**config.mk**
```make
export PLATFORM = sky130hd
export DESIGN_NAME = esopcsm_cube_unit
export DESIGN_NICKNAME = d
export VERILOG_FILES = /design/src/hw/rtl/esop_cube_store_merge_top_macros.svh /design/src/hw/rtl/esopcsm_pkg.sv /design/src/hw/rtl/esopcsm_cube_unit.sv
export SDC_FILE = /design/constraint.sdc
export NUM_CORES = 1
export LEC_CHECK = 0
export BUFFER_PORTS_ARGS = -buffer_cell sky130_fd_sc_hd__buf_2
export CORE_AREA = 4 4 74 76
export DETAILED_ROUTE_END_ITERATION = 16
export DIE_AREA = 0 0 78 80
export PLACE_DENSITY = 0.72
export SLEW_MARGIN = 20
export SYNTH_ARGS = -nofsm -noshare
export SYNTH_HDL_FRONTEND = slang
export SYNTH_SLANG_ARGS = --single-unit
```
**constraint.sdc**
```tcl
create_clock -name vclk -period 6.3
set_clock_uncertainty 0.2 [all_clocks]
set_input_delay 0.945 -clock vclk [all_inputs]
set_output_delay 0.945 -clock vclk [all_outputs]
set_load 0.02 [all_outputs]
```
**src/hw/rtl/esop_cube_store_merge_top_macros.svh**
```systemverilog
// Assertion macros used by the cube store top level.
`ifndef ESOP_CUBE_STORE_MERGE_TOP_MACROS_SVH
`define ESOP_CUBE_STORE_MERGE_TOP_MACROS_SVH

// Same-cycle implication, disabled while reset is asserted.
`define ESOPCSM_ASSERT_IMP(LBL, CLK, RSTN, ANTE, CONS, MSG) \
    LBL: assert property (@(posedge CLK) disable iff (!RSTN) (ANTE) |-> (CONS)) \
        else $error(MSG);

// Next-cycle implication, disabled while reset is asserted.
`define ESOPCSM_ASSERT_NXT(LBL, CLK, RSTN, ANTE, CONS, MSG) \
    LBL: assert property (@(posedge CLK) disable iff (!RSTN) (ANTE) |=> (CONS)) \
        else $error(MSG);

`endif

```
**src/hw/rtl/esopcsm_pkg.sv**
```systemverilog
// Types, constants and helper functions of the ESOP cube store.
package esopcsm_pkg;

    localparam int CUBE_W   = 32;
    localparam int MAX_VARS = 32;
    localparam int VCNT_W   = 6;
    localparam int COUNT_W  = 7;
    localparam int LIT_W    = 12;
    localparam int INDEX_W  = 6;

    localparam logic KIND_INSERT = 1'b0;
    localparam logic KIND_READ   = 1'b1;

    typedef struct packed {
        logic [CUBE_W-1:0] value;
        logic [CUBE_W-1:0] care;
    } cube_t;

    // Distance classification of a held cube against the probe cube.
    typedef struct packed {
        logic              zero;
        logic              one;
        logic [CUBE_W-1:0] diff;
    } dist_t;

    typedef enum logic [2:0] {
        ST_IDLE,
        ST_READ_TAKE,
        ST_SCAN,
        ST_ERASE,
        ST_COUNT,
        ST_FINISH
    } state_t;

    // Mask of the variables in use: min(var_count, MAX_VARS, 32) low bits.
    function automatic logic [CUBE_W-1:0] var_mask(input logic [VCNT_W-1:0] vc);
        logic [6:0] n;
        logic [CUBE_W-1:0] m;
        n = 7'(vc);
        if (n > 7'(MAX_VARS)) begin
            n = 7'(MAX_VARS);
        end
        if (n >= 7'(CUBE_W)) begin
            m = '1;
        end else begin
            m = (CUBE_W'(1) << n) - CUBE_W'(1);
        end
        return m;
    endfunction

    // Population count of one word, byte counts added at the end.
    function automatic logic [5:0] pop32(input logic [CUBE_W-1:0] x);
        logic [3:0] part [4];
        logic [5:0] sum;
        for (int k = 0; k < 4; k++) begin
            part[k] = '0;
            for (int j = 0; j < 8; j++) begin
                part[k] = part[k] + {3'b000, x[8*k+j]};
            end
        end
        sum = 6'(part[0]) + 6'(part[1]) + 6'(part[2]) + 6'(part[3]);
        return sum;
    endfunction

    // Merge of a held cube with the new cube at the single differing position b.
    function automatic cube_t merge_cube(input cube_t held_c, input cube_t new_c,
                                         input logic [CUBE_W-1:0] b);
        cube_t m;
        m = held_c;
        if ((|(held_c.care & b)) && (|(new_c.care & b))) begin
            m.value = held_c.value & ~b;
            m.care  = held_c.care & ~b;
        end else if (!(|(held_c.care & b))) begin
            m.care  = held_c.care | b;
            m.value = (|(new_c.value & b)) ? (held_c.value & ~b) : (held_c.value | b);
        end else begin
            m.value = held_c.value ^ b;
        end
        return m;
    endfunction

endpackage

```
**src/hw/rtl/esopcsm_cube_unit.sv**
```systemverilog
// Distance unit: compares one held cube with the probe cube under the variable mask.
module esopcsm_cube_unit (
    input  esopcsm_pkg::cube_t                     held,
    input  esopcsm_pkg::cube_t                     probe,
    input  logic [esopcsm_pkg::CUBE_W-1:0]         mask,
    output esopcsm_pkg::dist_t                     verdict
);

    logic [esopcsm_pkg::CUBE_W-1:0] diff;

    // A position differs when care differs or when the present literals disagree.
    assign diff = ((held.care ^ probe.care) |
                   ((held.care & held.value) ^ (probe.care & probe.value))) & mask;

    assign verdict.diff = diff;
    assign verdict.zero = (diff == '0);
    assign verdict.one  = (diff != '0) &&
                          ((diff & (diff - esopcsm_pkg::CUBE_W'(1))) == '0);

endmodule

```
==> results.py <==
metrics = {
    "drt": {
        "ant_nets": 0,
        "drt_iter0_drc": 32,
        "drt_pre_antenna_iters": 4,
        "wl_um": 5500,
        "drcViolationCount": 0,
        "viasPerCell": 4.68,
        "num_vias": 2050,
        "wl_per_cell_um": 12.6,
    },
    "clock_tree": {
        "cts-resized-gates": 0,
        "cts_setup_buffers": 0,
        "postCtsHoldBufs": 0,
    },
    "status": {
        "status": "complete, no violations",
    },
    "placement": {
        "dpl.hpwl_um": 5140,
        "gp_congestion": 0.767,
        "dp_cells": 438,
        "numPortBuffers": 194,
    },
    "cells_and_area": {
        "syn2layout_area_growth_pct": 89.5,
        "nets": 533,
        "drive_above_1_share_pct": 58.5,
        "nClkBuffers": 0,
        "regArea_um2": 0,
        "layout.cells.non_filler": 438,
        "seq_cell_count": 0,
        "antenna_cells": 0,
    },
    "timing": {
        "rsz0062_at_grt": "false",
        "tns_ns": 0,
        "worstMarginPinSlew_ns": 0.618,
        "fmax_mhz": 224,
        "final.period_utilization_pct": 70.9,
        "slew_headroom_pct": 58.4,
        "layout_min_cycle_time_ns": 4.46,
        "finalHoldViolations": 0,
        "hold_ws_ns": 2.05,
        "drv_slew": 0,
        "setup_viol": 0,
    },
    "floorplan": {
        "start_util_pct": 25.0,
        "core-area_um2": 4720,
        "io_pins": 194,
        "die_w_um": 78,
        "rows": 25,
        "die_y_um": 80,
        "fp.dieArea_um2": 6240,
    },
    "power": {
        "powerDensity_nw_per_um2": 77.6,
        "leakage_nw": 1.19,
        "ir_worst_vdd_mv": 0.0387,
    },
    "flow_run": {
        "maxCapViolCount": 0,
    },
    "critical_path": {
        "crit_type": "in -> out",
        "cp.required_ns": 5.15,
        "startpoint_type": "input port",
        "critical_path.max_fanout": 5,
        "worstPathArrival_ns": 3.32,
        "cp-end-kind": "output port",
    },
    "synth": {
        "syn_nets": 337,
        "yosys_warnings": 0,
        "synth.top_cell.area_share_pct": 23.8,
        "synth.top_cells.by_count": "xnor2_1 (32), o21ai_0 (30), inv_1 (18)",
        "yosys.area.top_type": "xnor2_1",
        "syn_area_um2": 1180,
        "synth_area_leaders": "xnor2_1 (24%), o21ai_0 (13%), a31o_2 (9.7%)",
        "yosysUniqueCellTypes": 32,
        "synthCells": 177,
        "syn_avg_cell_area_um2": 6.66,
        "yosysMostFrequentCell": "xnor2_1",
        "yosysSeqAreaShare_pct": 0,
    },
    "grt": {
        "grt_pass1_wl_um": 8370,
        "grt_start_max_net_pins": 7,
        "grt_remaining_overflow": 0,
        "groute.usage.overall_pct": 15.7,
        "grt_pass1_vias": 2020,
        "antenna_found_initial": 0,
    },
    "min_path": {
        "hold_path_class": "in -> out",
    },
}
==> critical path: stages <==
cell      delay, ns
buf_2          0.10
xnor2_1        0.15
a31oi_1        0.16
or3_4          0.45
nor4_1         0.49
a31oi_1        0.17
a211oi_1       0.24
nand4_1        0.15
nor4_2         0.26
buf_2          0.20
==> power breakdown <==
part / total (W) / internal, W / switching [W] / leakage (nW)
registers: 0 / 0 / 0 / 0
logic: 0.000173 / 0.0000833 / 0.0000900 / 1.19
clock network: 0 / 0 / 0 / 0
total: 0.000173 / 0.0000833 / 0.0000900 / 1.19
==> cell usage in the layout (no fill, tap or decap), drive strengths merged, types with 2 or more instances in the layout <==
cell type,count
o31ai,4
o21ai,32
a31oi,17
xnor2,32
inv,20
nor3,3
nor2,4
o22ai,2
a211oi,3
buf,194
nand3,11
o211ai,4
nand2,4
a31o,15
nor4,6
or3,2
nand4,3
a21oi,6
==> metal layers <==
layer	GRT usage, %	part of all wire [%]
met5	0	0
met4	0.524	0
met3	2.37	8.9
met2	33.1	53
met1	16.9	38
==> final timing paths <==
path	startpoint	to	slack (ns)	cells after the start
max	held[51]	verdict[32]	1.84	10
min	held[22]	verdict[22]	2.05	3
==> cell families (layout without fill, tap and decap cells) <==
kind of cell / after synthesis / count (layout) / share of synthesized area (%)
buf+inv: 20 / 214 / 6.37
xor+xnor: 33 / 33 / 24.5
simple gates: 38 / 38 / 21.9
fa+ha+maj: 1 / 1 / 0.849
compound gates: 85 / 85 / 46.4
==> per-stage QoR <==
| step | setup slack [ns] | total power [W] | area (µm²) | util (%) |
|---|---|---|---|---|
| floorplan | 1.99 | 0.0000919 | 1180 | - |
| global placement | 1.94 | 0.000171 | 2230 | 47.3 |
| detailed placement | 1.82 | 0.000175 | 2230 | 47.3 |
| CTS | 1.82 | 0.000175 | 2230 | 47.3 |
| global route | 1.51 | 0.000192 | 2230 | 47.3 |
| finish | 1.84 | 0.000173 | 2230 | 47.3 |
==> layout make-up <==
cell class | instances | area [µm²]
fillers | 464 | 2490
inverters | 20 | 75.1
multi-input cells | 157 | 1100
well taps | 67 | 83.8
repair buffers | 194 | 971
Power figures use the tool's default switching activity.
